## config.mk

```make
export PLATFORM = sky130hd
export DESIGN_NAME = alpha_over_blend
export DESIGN_NICKNAME = d
export VERILOG_FILES = /design/src/rtl/core/aob_pkg.sv /design/src/rtl/core/aob_front.sv /design/src/rtl/core/aob_divider.sv /design/src/rtl/core/alpha_over_blend.sv
export SDC_FILE = /design/constraint.sdc
export NUM_CORES = 2
export LEC_CHECK = 0
export BUFFER_PORTS_ARGS = -buffer_cell sky130_fd_sc_hd__buf_2
export CAP_MARGIN = 20
export CORE_UTILIZATION = 30
export DETAILED_ROUTE_END_ITERATION = 12
export PLACE_DENSITY = 0.45
export SYNTH_ARGS = -nofsm -noshare
export SYNTH_HDL_FRONTEND = slang
export SYNTH_SLANG_ARGS = --single-unit
```

## constraint.sdc

```tcl
create_clock -name i_clk -period 14.65 [get_ports i_clk]
set_clock_uncertainty 0.15 [all_clocks]
set_input_delay 1.465 -clock i_clk [delete_from_list [all_inputs] [get_ports i_clk]]
set_output_delay 1.465 -clock i_clk [all_outputs]
set_load 0.02 [all_outputs]
```

## src/rtl/core/aob_pkg.sv

```systemverilog
package aob_pkg;

    // Channel width; full scale FULL = 2^CB - 1 stands for 1.0.
    localparam int CB         = 8;
    // Width of a raw signed input channel.
    localparam int IW         = 10;
    localparam int LANES      = 4;
    localparam int LANE_RED   = 0;
    localparam int LANE_GREEN = 1;
    localparam int LANE_BLUE  = 2;
    localparam int LANE_ALPHA = 3;

    // Quotient bits resolved per divider stage.
    localparam int BPS        = 2;
    localparam int DIV_STAGES = (CB + BPS - 1) / BPS;
    localparam int QIW        = $clog2(CB);

    // Divider operands: numerator 2N + D < 2^(3CB+1), divisor 2D < 2^(2CB+1).
    localparam int NUMW       = 3 * CB + 1;
    localparam int DENW       = 2 * CB + 1;

    localparam logic [CB-1:0] FULL = {CB{1'b1}};

    typedef logic signed [IW-1:0]  t_raw;
    typedef logic [CB-1:0]         t_chan;
    typedef logic [2*CB-1:0]       t_prod;
    typedef logic [3*CB-1:0]       t_wide;
    typedef logic [NUMW-1:0]       t_num;
    typedef logic [DENW-1:0]       t_den;

    typedef struct packed {
        t_num [LANES-1:0] num;
        t_den [LANES-1:0] den;
    } t_div_req;

    // Clamp a signed raw channel to 0..FULL.
    function automatic t_chan clamp_chan(input t_raw x);
        logic [IW+CB-1:0] ext;
        t_chan            res;
        ext = {{CB{1'b0}}, x};
        if (x[IW-1]) begin
            res = '0;
        end else if (ext > {{IW{1'b0}}, FULL}) begin
            res = FULL;
        end else begin
            res = ext[CB-1:0];
        end
        return res;
    endfunction

endpackage

```

## src/rtl/core/aob_front.sv

```systemverilog
module aob_front (
    input  logic                                i_clk,
    input  logic                                i_rst_n,
    input  logic                                i_valid,
    output logic                                o_ready,
    input  aob_pkg::t_raw [aob_pkg::LANES-1:0]  i_src,
    input  aob_pkg::t_raw [aob_pkg::LANES-1:0]  i_dst,
    output logic                                o_valid,
    input  logic                                i_ready,
    output aob_pkg::t_div_req                   o_req
);
    import aob_pkg::*;

    logic r_vld_a, r_vld_b, r_vld_c, r_vld_d;
    logic w_rdy_a, w_rdy_b, w_rdy_c, w_rdy_d;

    // Stage A: clamped pixels
    t_chan [LANES-1:0] r_a_s, r_a_d;
    // Stage B: first products
    t_chan [LANES-1:0] r_b_s, r_b_d;
    t_chan             r_b_inv;
    t_prod             r_b_pda;
    t_prod [2:0]       r_b_ps, r_b_pd;
    logic              r_b_opq, r_b_clr;
    // Stage C: weighted terms and coverage
    t_chan [LANES-1:0] r_c_s, r_c_d;
    t_prod             r_c_cov;
    t_wide [2:0]       r_c_ns, r_c_nd;
    logic              r_c_opq, r_c_clr;
    // Stage D: divider operands
    t_div_req          r_d_req;
    t_div_req          n_d_req;
    logic [LANES-1:0]  w_fit;

    assign w_rdy_d = !r_vld_d || i_ready;
    assign w_rdy_c = !r_vld_c || w_rdy_d;
    assign w_rdy_b = !r_vld_b || w_rdy_c;
    assign w_rdy_a = !r_vld_a || w_rdy_b;
    assign o_ready = w_rdy_a;
    assign o_valid = r_vld_d;
    assign o_req   = r_d_req;

    always_ff @(posedge i_clk) begin
        if (!i_rst_n) begin
            r_vld_a <= 1'b0;
            r_vld_b <= 1'b0;
            r_vld_c <= 1'b0;
            r_vld_d <= 1'b0;
        end else begin
            if (w_rdy_a) r_vld_a <= i_valid;
            if (w_rdy_b) r_vld_b <= r_vld_a;
            if (w_rdy_c) r_vld_c <= r_vld_b;
            if (w_rdy_d) r_vld_d <= r_vld_c;
        end
    end

    always_ff @(posedge i_clk) begin
        if (w_rdy_a && i_valid) begin
            for (int l = 0; l < LANES; l++) begin
                r_a_s[l] <= clamp_chan(i_src[l]);
                r_a_d[l] <= clamp_chan(i_dst[l]);
            end
        end
    end

    always_ff @(posedge i_clk) begin
        if (w_rdy_b && r_vld_a) begin
            r_b_s   <= r_a_s;
            r_b_d   <= r_a_d;
            r_b_inv <= FULL - r_a_s[LANE_ALPHA];
            r_b_pda <= t_prod'(r_a_d[LANE_ALPHA]) * t_prod'(FULL - r_a_s[LANE_ALPHA]);
            for (int l = 0; l < 3; l++) begin
                r_b_ps[l] <= t_prod'(r_a_s[l]) * t_prod'(r_a_s[LANE_ALPHA]);
                r_b_pd[l] <= t_prod'(r_a_d[l]) * t_prod'(r_a_d[LANE_ALPHA]);
            end
            r_b_opq <= (r_a_s[LANE_ALPHA] == FULL);
            r_b_clr <= (r_a_s[LANE_ALPHA] == '0);
        end
    end

    always_ff @(posedge i_clk) begin
        if (w_rdy_c && r_vld_b) begin
            r_c_s   <= r_b_s;
            r_c_d   <= r_b_d;
            r_c_cov <= t_prod'(r_b_s[LANE_ALPHA]) * t_prod'(FULL) + r_b_pda;
            for (int l = 0; l < 3; l++) begin
                r_c_ns[l] <= t_wide'(r_b_ps[l]) * t_wide'(FULL);
                r_c_nd[l] <= t_wide'(r_b_pd[l]) * t_wide'(r_b_inv);
            end
            r_c_opq <= r_b_opq;
            r_c_clr <= r_b_clr;
        end
    end

    // Rounded division is floor((2n + d) / 2d); a bypass lane uses (2v + 1) / 2.
    always_comb begin
        for (int l = 0; l < 3; l++) begin
            n_d_req.num[l] = ((t_num'(r_c_ns[l]) + t_num'(r_c_nd[l])) << 1)
                             + t_num'(r_c_cov);
            n_d_req.den[l] = {r_c_cov, 1'b0};
        end
        n_d_req.num[LANE_ALPHA] = t_num'({r_c_cov, 1'b0}) + t_num'(FULL);
        n_d_req.den[LANE_ALPHA] = t_den'({FULL, 1'b0});
        for (int l = 0; l < LANES; l++) begin
            if (r_c_opq) begin
                n_d_req.num[l] = t_num'({r_c_s[l], 1'b1});
                n_d_req.den[l] = t_den'(2);
            end else if (r_c_clr) begin
                n_d_req.num[l] = t_num'({r_c_d[l], 1'b1});
                n_d_req.den[l] = t_den'(2);
            end
        end
    end

    always_ff @(posedge i_clk) begin
        if (w_rdy_d && r_vld_c) begin
            r_d_req <= n_d_req;
        end
    end

    always_comb begin
        for (int l = 0; l < LANES; l++) begin
            w_fit[l] = (r_d_req.den[l] != '0)
                    && (r_d_req.num[l] < (t_num'(r_d_req.den[l]) << CB));
        end
    end

    // Every quotient handed to the divider fits in one channel.
    a_quot_fits: assert property (@(posedge i_clk) disable iff (!i_rst_n)
        r_vld_d |-> (w_fit == '1))
        else $error("divider operands give a quotient beyond full scale");

endmodule

```

## src/rtl/core/aob_divider.sv

```systemverilog
module aob_divider (
    input  logic                                i_clk,
    input  logic                                i_rst_n,
    input  logic                                i_valid,
    output logic                                o_ready,
    input  aob_pkg::t_div_req                   i_req,
    output logic                                o_valid,
    input  logic                                i_ready,
    output aob_pkg::t_chan [aob_pkg::LANES-1:0] o_quot
);
    import aob_pkg::*;

    localparam int LAST = DIV_STAGES - 1;

    logic                r_vld [DIV_STAGES];
    t_num  [LANES-1:0]   r_rem [DIV_STAGES];
    t_den  [LANES-1:0]   r_den [DIV_STAGES];
    t_chan [LANES-1:0]   r_quo [DIV_STAGES];
    logic                w_rdy [DIV_STAGES+1];

    assign w_rdy[DIV_STAGES] = i_ready;

    genvar g;
    generate
        for (g = 0; g < DIV_STAGES; g++) begin : g_stage
            logic              w_src_vld;
            t_num  [LANES-1:0] w_src_rem;
            t_den  [LANES-1:0] w_src_den;
            t_chan [LANES-1:0] w_src_quo;
            t_num  [LANES-1:0] n_rem;
            t_chan [LANES-1:0] n_quo;

            if (g == 0) begin : g_head
                assign w_src_vld = i_valid;
                assign w_src_rem = i_req.num;
                assign w_src_den = i_req.den;
                assign w_src_quo = '0;
            end else begin : g_body
                assign w_src_vld = r_vld[g-1];
                assign w_src_rem = r_rem[g-1];
                assign w_src_den = r_den[g-1];
                assign w_src_quo = r_quo[g-1];
            end

            assign w_rdy[g] = !r_vld[g] || w_rdy[g+1];

            // Restoring steps, most significant quotient bit first.
            always_comb begin
                int   k;
                t_num sh;
                n_rem = w_src_rem;
                n_quo = w_src_quo;
                for (int l = 0; l < LANES; l++) begin
                    for (int j = 0; j < BPS; j++) begin
                        k  = CB - 1 - (g * BPS + j);
                        sh = '0;
                        if (k >= 0) begin
                            sh = t_num'(w_src_den[l]) << k;
                            if (n_rem[l] >= sh) begin
                                n_rem[l] = n_rem[l] - sh;
                                n_quo[l][k[QIW-1:0]] = 1'b1;
                            end
                        end
                    end
                end
            end

            always_ff @(posedge i_clk) begin
                if (!i_rst_n) begin
                    r_vld[g] <= 1'b0;
                end else if (w_rdy[g]) begin
                    r_vld[g] <= w_src_vld;
                end
            end

            always_ff @(posedge i_clk) begin
                if (w_rdy[g] && w_src_vld) begin
                    r_rem[g] <= n_rem;
                    r_den[g] <= w_src_den;
                    r_quo[g] <= n_quo;
                end
            end
        end
    endgenerate

    assign o_ready = w_rdy[0];
    assign o_valid = r_vld[LAST];
    assign o_quot  = r_quo[LAST];

    // A finished division leaves a remainder below the divisor in every lane.
    a_rem_done: assert property (@(posedge i_clk) disable iff (!i_rst_n)
        r_vld[LAST] |-> (r_rem[LAST][0] < t_num'(r_den[LAST][0]))
                     && (r_rem[LAST][1] < t_num'(r_den[LAST][1]))
                     && (r_rem[LAST][2] < t_num'(r_den[LAST][2]))
                     && (r_rem[LAST][3] < t_num'(r_den[LAST][3])))
        else $error("division left a remainder not below the divisor");

    // An accepted request never carries a zero divisor.
    a_den_nonzero: assert property (@(posedge i_clk) disable iff (!i_rst_n)
        (i_valid && o_ready) |-> (i_req.den[0] != '0) && (i_req.den[1] != '0)
                              && (i_req.den[2] != '0) && (i_req.den[3] != '0))
        else $error("zero divisor entered the divider");

    // The first stage holds its work while the next stage is blocked.
    a_head_hold: assert property (@(posedge i_clk) disable iff (!i_rst_n)
        (r_vld[0] && !w_rdy[1]) |=> (r_vld[0] && $stable(r_rem[0]) && $stable(r_quo[0])))
        else $error("divider head stage lost work during a stall");

endmodule

```

## src/rtl/core/alpha_over_blend.sv

```systemverilog
// Channel   | Direction | Handshake                  | Payload
// ----------+-----------+----------------------------+----------------------------------
// request   | in        | i_in_valid / o_in_ready    | i_src_* , i_dst_* (10-bit signed)
// result    | out       | o_out_valid / i_out_ready  | o_out_* (CB-bit unsigned)
//
// Throughput: one request per clock while the result side keeps taking results.
// Pipeline: four front arithmetic stages, then the divider at BPS quotient bits per
// lane per stage.
// Reset: synchronous, active low; clears only the stage valid bits.
// Stalls: each stage holds while the one after it is full and blocked; empty
// stages still fill, so bubbles close up and nothing is dropped or repeated.
module alpha_over_blend (
    input  logic                   i_clk,
    input  logic                   i_rst_n,
    input  logic                   i_in_valid,
    output logic                   o_in_ready,
    input  aob_pkg::t_raw          i_src_red,
    input  aob_pkg::t_raw          i_src_green,
    input  aob_pkg::t_raw          i_src_blue,
    input  aob_pkg::t_raw          i_src_alpha,
    input  aob_pkg::t_raw          i_dst_red,
    input  aob_pkg::t_raw          i_dst_green,
    input  aob_pkg::t_raw          i_dst_blue,
    input  aob_pkg::t_raw          i_dst_alpha,
    output logic                   o_out_valid,
    input  logic                   i_out_ready,
    output aob_pkg::t_chan         o_out_red,
    output aob_pkg::t_chan         o_out_green,
    output aob_pkg::t_chan         o_out_blue,
    output aob_pkg::t_chan         o_out_alpha
);
    import aob_pkg::*;

    t_raw  [LANES-1:0] w_src, w_dst;
    t_div_req          w_req;
    logic              w_req_valid;
    logic              w_req_ready;
    t_chan [LANES-1:0] w_quot;

    // Gather the request fields into lanes: red, green, blue, alpha.
    assign w_src[LANE_RED]   = i_src_red;
    assign w_src[LANE_GREEN] = i_src_green;
    assign w_src[LANE_BLUE]  = i_src_blue;
    assign w_src[LANE_ALPHA] = i_src_alpha;
    assign w_dst[LANE_RED]   = i_dst_red;
    assign w_dst[LANE_GREEN] = i_dst_green;
    assign w_dst[LANE_BLUE]  = i_dst_blue;
    assign w_dst[LANE_ALPHA] = i_dst_alpha;

    // Front: clamp, products, coverage D = sa*M + da*(M - sa), and the
    // rounded-division operands. Opaque and transparent sources turn into
    // trivial divisions that return the clamped channel unchanged.
    aob_front u_front (
        .i_clk   (i_clk),
        .i_rst_n (i_rst_n),
        .i_valid (i_in_valid),
        .o_ready (o_in_ready),
        .i_src   (w_src),
        .i_dst   (w_dst),
        .o_valid (w_req_valid),
        .i_ready (w_req_ready),
        .o_req   (w_req)
    );

    // Divider: four lanes of pipelined restoring division; for a blended pixel the colour lanes
    // divide by 2D, the alpha lane by 2M.
    aob_divider u_divider (
        .i_clk   (i_clk),
        .i_rst_n (i_rst_n),
        .i_valid (w_req_valid),
        .o_ready (w_req_ready),
        .i_req   (w_req),
        .o_valid (o_out_valid),
        .i_ready (i_out_ready),
        .o_quot  (w_quot)
    );

    // The last divider stage is the output register.
    assign o_out_red   = w_quot[LANE_RED];
    assign o_out_green = w_quot[LANE_GREEN];
    assign o_out_blue  = w_quot[LANE_BLUE];
    assign o_out_alpha = w_quot[LANE_ALPHA];

endmodule

```

==> flow_results.xml <==
<?xml version="1.0" encoding="UTF-8"?>
<metrics>
  <group name="status">
    <metric name="outcome" unit="">finished clean</metric>
  </group>
  <group name="global_routing">
    <metric name="grt_max_degree" unit="">80</metric>
    <metric name="groute.layer.met1.usage" unit="%">22.1</metric>
    <metric name="global_route_wire_length_before_repair" unit="mm">422</metric>
    <metric name="grt-ovfl-total" unit="">0</metric>
    <metric name="grt_use_met3" unit="%">1.79</metric>
    <metric name="global_route.usage.total" unit="%">16.2</metric>
    <metric name="grt_antenna_before_repair" unit="">11</metric>
    <metric name="vias_in_the_first_global_route" unit="">72200</metric>
    <metric name="gr-usage-met2" unit="%">27.2</metric>
    <metric name="most_used_routing_layer" unit="">met2</metric>
  </group>
  <group name="logic_synthesis">
    <metric name="asr_flop_ratio_synth" unit="%">0</metric>
    <metric name="dominant_cell_by_count_in_the_synthesized_netlist" unit="">sky130_fd_sc_hd__inv_1</metric>
    <metric name="synth-edff-count" unit="">1004</metric>
    <metric name="synth_ff_type" unit="">sky130_fd_sc_hd__edfxtp_1</metric>
    <metric name="post_synth.cell_area_avg" unit="um2">10.0</metric>
    <metric name="mappedNetlistArea" unit="um2">99700</metric>
    <metric name="synthesis.instances" unit="">9961</metric>
    <metric name="netlist_top_cells_count" unit="">sky130_fd_sc_hd__inv_1 (1218), sky130_fd_sc_hd__ha_1 (1107), sky130_fd_sc_hd__edfxtp_1 (1004), sky130_fd_sc_hd__fa_1 (793), sky130_fd_sc_hd__nand2_1 (763)</metric>
    <metric name="sequential_element_share_of_the_synthesized_area" unit="%">30.3</metric>
    <metric name="synth.ff_latch_count" unit="">1009</metric>
    <metric name="netlist.top_cell.by_area" unit="">sky130_fd_sc_hd__edfxtp_1</metric>
    <metric name="netlist.area_leader.share" unit="%">30.2</metric>
    <metric name="yosysWarnings" unit="">0</metric>
    <metric name="netlist_top_cells_area" unit="">sky130_fd_sc_hd__edfxtp_1 (30%), sky130_fd_sc_hd__fa_1 (16%), sky130_fd_sc_hd__ha_1 (14%)</metric>
    <metric name="synth_cell_type_count" unit="">105</metric>
  </group>
  <group name="cells_and_area">
    <metric name="layout-drive-gt1-share" unit="%">7.00</metric>
    <metric name="final_area" unit="um2">110000</metric>
    <metric name="layout.nets" unit="">12100</metric>
    <metric name="flow.area_growth_from_synthesis" unit="%">10.7</metric>
    <metric name="final_core_utilization" unit="%">33.4</metric>
  </group>
  <group name="die">
    <metric name="die_x" unit="um">578</metric>
    <metric name="floorplan.io_pins" unit="">118</metric>
    <metric name="start_util" unit="%">30.2</metric>
    <metric name="floorplan.core_area" unit="um2">331000</metric>
    <metric name="die_area" unit="um2">335000</metric>
    <metric name="placementRows" unit="">211</metric>
    <metric name="floorplan.die.height" unit="um">578</metric>
  </group>
  <group name="cts">
    <metric name="cts_sinks" unit="">1009</metric>
    <metric name="cts.reportedPaths.clkPinSlew" unit="ns">0.06</metric>
    <metric name="h-tree-depth" unit="">4</metric>
    <metric name="insertion_delay" unit="ns">0.81</metric>
    <metric name="tritoncts" unit="">yes</metric>
    <metric name="post_cts.repair.setup_buffers" unit="">0</metric>
    <metric name="cts-hold-fix-buffers" unit="">0</metric>
    <metric name="tritoncts.num_buffers" unit="">146</metric>
    <metric name="cts_root_buffer" unit="">sky130_fd_sc_hd__clkbuf_16</metric>
    <metric name="cts.repair.resized" unit="">0</metric>
    <metric name="bufs_on_longest_clock_path" unit="">4</metric>
  </group>
  <group name="route">
    <metric name="viasPerCell" unit="">4.84</metric>
    <metric name="detail_route.wl_per_cell" unit="um">18.7</metric>
    <metric name="postRouteWirelength" unit="mm">273</metric>
    <metric name="drtIter0Drc" unit="">3443</metric>
    <metric name="drc_errors" unit="">0</metric>
    <metric name="first_pass_iters" unit="">5</metric>
    <metric name="vias" unit="">70500</metric>
    <metric name="drt.antenna.violating_nets" unit="">0</metric>
  </group>
  <group name="critical_path">
    <metric name="critical_path_arrival" unit="ns">8.14</metric>
    <metric name="crit_slowest_cell" unit="">sky130_fd_sc_hd__nand2_1</metric>
    <metric name="timing.critical_path.max_delay_family" unit="">compound AO/OA/AOI/OAI gates</metric>
    <metric name="category_of_the_most_critical_setup_path" unit="">reg -&gt; reg</metric>
    <metric name="timing.reg2reg.worst_path_depth" unit="">23</metric>
    <metric name="reg2reg_from" unit="">u_divider.r_den[0][36]</metric>
    <metric name="worst_r2r_endpoint" unit="">u_divider.r_rem[1][70]</metric>
    <metric name="cp_data_required_time" unit="ns">15.05</metric>
    <metric name="crit_end_element" unit="">flip-flop</metric>
    <metric name="internal_reg_to_reg_setup_slack" unit="ns">6.91</metric>
    <metric name="crit_path_start_kind" unit="">flip-flop</metric>
    <metric name="cp.buffers_inverters" unit="">2</metric>
    <metric name="timing.critical_path.cells" unit="">inv_1 &gt; ha_1 &gt; nor2b_1 &gt; o21ai_0 &gt; a21boi_0 &gt; o21ai_0 &gt; a211oi_1 &gt; o21ai_2 &gt; nand2_1 &gt; mux2_2 &gt; ha_1 &gt; nor2b_1 &gt; o21ai_1 &gt; a21boi_0 &gt; o21ai_1 &gt; a21boi_0 &gt; o21ai_0 &gt; nand2b_1 &gt; a221o_1 &gt; a31oi_1 &gt; and3_1 &gt; inv_2 &gt; mux2_1</metric>
    <metric name="critical_path.max_fanout" unit="">24</metric>
    <metric name="timing.critical_path.slowest_cell_delay" unit="ns">0.60</metric>
  </group>
  <group name="worst_hold_path">
    <metric name="endpoint_with_the_worst_hold_slack" unit="">u_divider.r_rem[0][80]</metric>
    <metric name="min_from" unit="">u_front.o_req[148]</metric>
    <metric name="holdPathStages" unit="">0</metric>
    <metric name="holdCritPathClass" unit="">reg -&gt; reg</metric>
  </group>
  <group name="timing">
    <metric name="final-hold-violation-count" unit="">0</metric>
    <metric name="maxSlewViolCount" unit="">0</metric>
    <metric name="setup-violations-final" unit="">0</metric>
    <metric name="timing.setup.tns" unit="ns">0</metric>
    <metric name="max_clock_freq" unit="GHz">0.129</metric>
    <metric name="rsz_0062_raised_after_global_routing" unit="">false</metric>
    <metric name="slew-limit-headroom" unit="%">28.9</metric>
    <metric name="final_period_demand_of_the_worst_path" unit="ns">7.74</metric>
    <metric name="worst_pin_slew" unit="ns">1.07</metric>
    <metric name="fin_crit_sh" unit="%">52.8</metric>
  </group>
  <group name="placed_design">
    <metric name="gp_congestion" unit="">0.859</metric>
    <metric name="dp_hpwl" unit="mm">217</metric>
    <metric name="buffer_ports.inserted" unit="">117</metric>
    <metric name="instance_area_at_placement" unit="um2">106000</metric>
  </group>
  <group name="run">
    <metric name="max-cap-violations" unit="">0</metric>
  </group>
</metrics>
==> registers in the layout, indices dropped and copies added (netlist names), 4 cells and up <==
register / cells
u_divider.r_rem: 291
u_front.o_req: 106
u_divider.r_quo: 80
u_front.r_c_nd: 72
u_front.r_c_ns: 72
u_divider.r_den: 48
u_front.r_b_pd: 48
u_front.r_b_ps: 48
u_front.r_a_d: 32
u_front.r_a_s: 32
u_front.r_b_d: 32
u_front.r_b_s: 32
u_front.r_c_d: 32
u_front.r_c_s: 32
u_front.r_b_pda: 16
u_front.r_c_cov: 16
u_front.r_b_inv: 8
u_divider.r_vld: 4
==> layout make-up <==
type / instances / area [um2]
Clock inverter: 79 / 873
Tap cell: 4366 / 5460
Multi-Input combinational cell: 7519 / 64100
Clock buffer: 169 / 3800
Antenna cell: 2 / 5.00
Sequential cell: 1009 / 30200
Inverter: 1225 / 4600
Timing Repair Buffer: 212 / 1310
Fill cell: 33600 / 220000
==> through the flow <==
step	worst slack (ns)	hold WS (ns)	std cells
floorplan	0.301	0.250	9963
global placement	7.05	0.252	14300
detailed placement	7.00	0.255	14300
CTS	6.96	0.259	14600
global route	6.38	0.264	14600
finish	6.91	0.260	14600
==> layer usage <==
metal	part of all wire, %	up-vias
li1	-	34700
met1	48	34400
met2	46	1192
met3	3.2	306
met4	2.5	0
met5	0	-
==> cells by family after synthesis <==
group,Yosys count,share of synthesized area [%]
buffers and inverters,1435,5.45
adders and majority gates,1900,29.8
AOI/OAI and AO/OA,1845,11.6
muxes,230,2.56
and+or+nand+nor,2866,14.3
DFF,1009,30.3
other,1,0.00376
xor gates and xnor gates,675,5.93
==> cells in the final DEF (no fill, tap or decap), types with 33 or more instances in the layout <==
cell type | netlist | layout
sky130_fd_sc_hd__buf_4 | 3 | 94
sky130_fd_sc_hd__or2_2 | 35 | 35
sky130_fd_sc_hd__a21oi_1 | 605 | 602
sky130_fd_sc_hd__nand2b_1 | 105 | 105
sky130_fd_sc_hd__o21bai_1 | 70 | 70
sky130_fd_sc_hd__o21ai_0 | 413 | 413
sky130_fd_sc_hd__a21o_1 | 240 | 240
sky130_fd_sc_hd__a31oi_1 | 57 | 56
sky130_fd_sc_hd__xor2_1 | 202 | 202
sky130_fd_sc_hd__nand3_1 | 147 | 147
sky130_fd_sc_hd__clkbuf_16 | 0 | 149
sky130_fd_sc_hd__and3_1 | 76 | 76
sky130_fd_sc_hd__ha_1 | 1107 | 1107
sky130_fd_sc_hd__o31ai_1 | 44 | 44
sky130_fd_sc_hd__inv_1 | 1218 | 1218
sky130_fd_sc_hd__or3_1 | 64 | 64
sky130_fd_sc_hd__xnor2_1 | 473 | 473
sky130_fd_sc_hd__o21a_1 | 73 | 73
sky130_fd_sc_hd__nand4_1 | 73 | 73
sky130_fd_sc_hd__and2_1 | 514 | 513
sky130_fd_sc_hd__edfxtp_1 | 1004 | 1004
sky130_fd_sc_hd__nor3_1 | 140 | 140
sky130_fd_sc_hd__mux2i_1 | 33 | 33
sky130_fd_sc_hd__a211oi_1 | 54 | 54
sky130_fd_sc_hd__a21boi_0 | 52 | 50
sky130_fd_sc_hd__nand2_1 | 763 | 763
sky130_fd_sc_hd__fa_1 | 793 | 793
sky130_fd_sc_hd__nor4_1 | 37 | 37
sky130_fd_sc_hd__buf_2 | 8 | 117
sky130_fd_sc_hd__mux2_2 | 195 | 195
sky130_fd_sc_hd__nor2_1 | 663 | 663
sky130_fd_sc_hd__nor2b_1 | 151 | 147
==> how the worst max path moves through the flow <==
stage	from	cells past startpoint	to
global placement	u_divider.r_den[0][36]	23	u_divider.r_rem[1][70]
CTS	u_divider.r_den[0][36]	23	u_divider.r_rem[1][70]
floorplan	i_out_ready	5	u_front.r_c_clr
detailed placement	u_divider.r_den[0][36]	23	u_divider.r_rem[1][70]
finish	u_divider.r_den[0][36]	23	u_divider.r_rem[1][70]
global route	u_divider.r_den[0][36]	23	u_divider.r_rem[1][70]
Power is not shown: default switching activity piles up to over one toggle a cycle in this logic, so the estimate is an artifact.
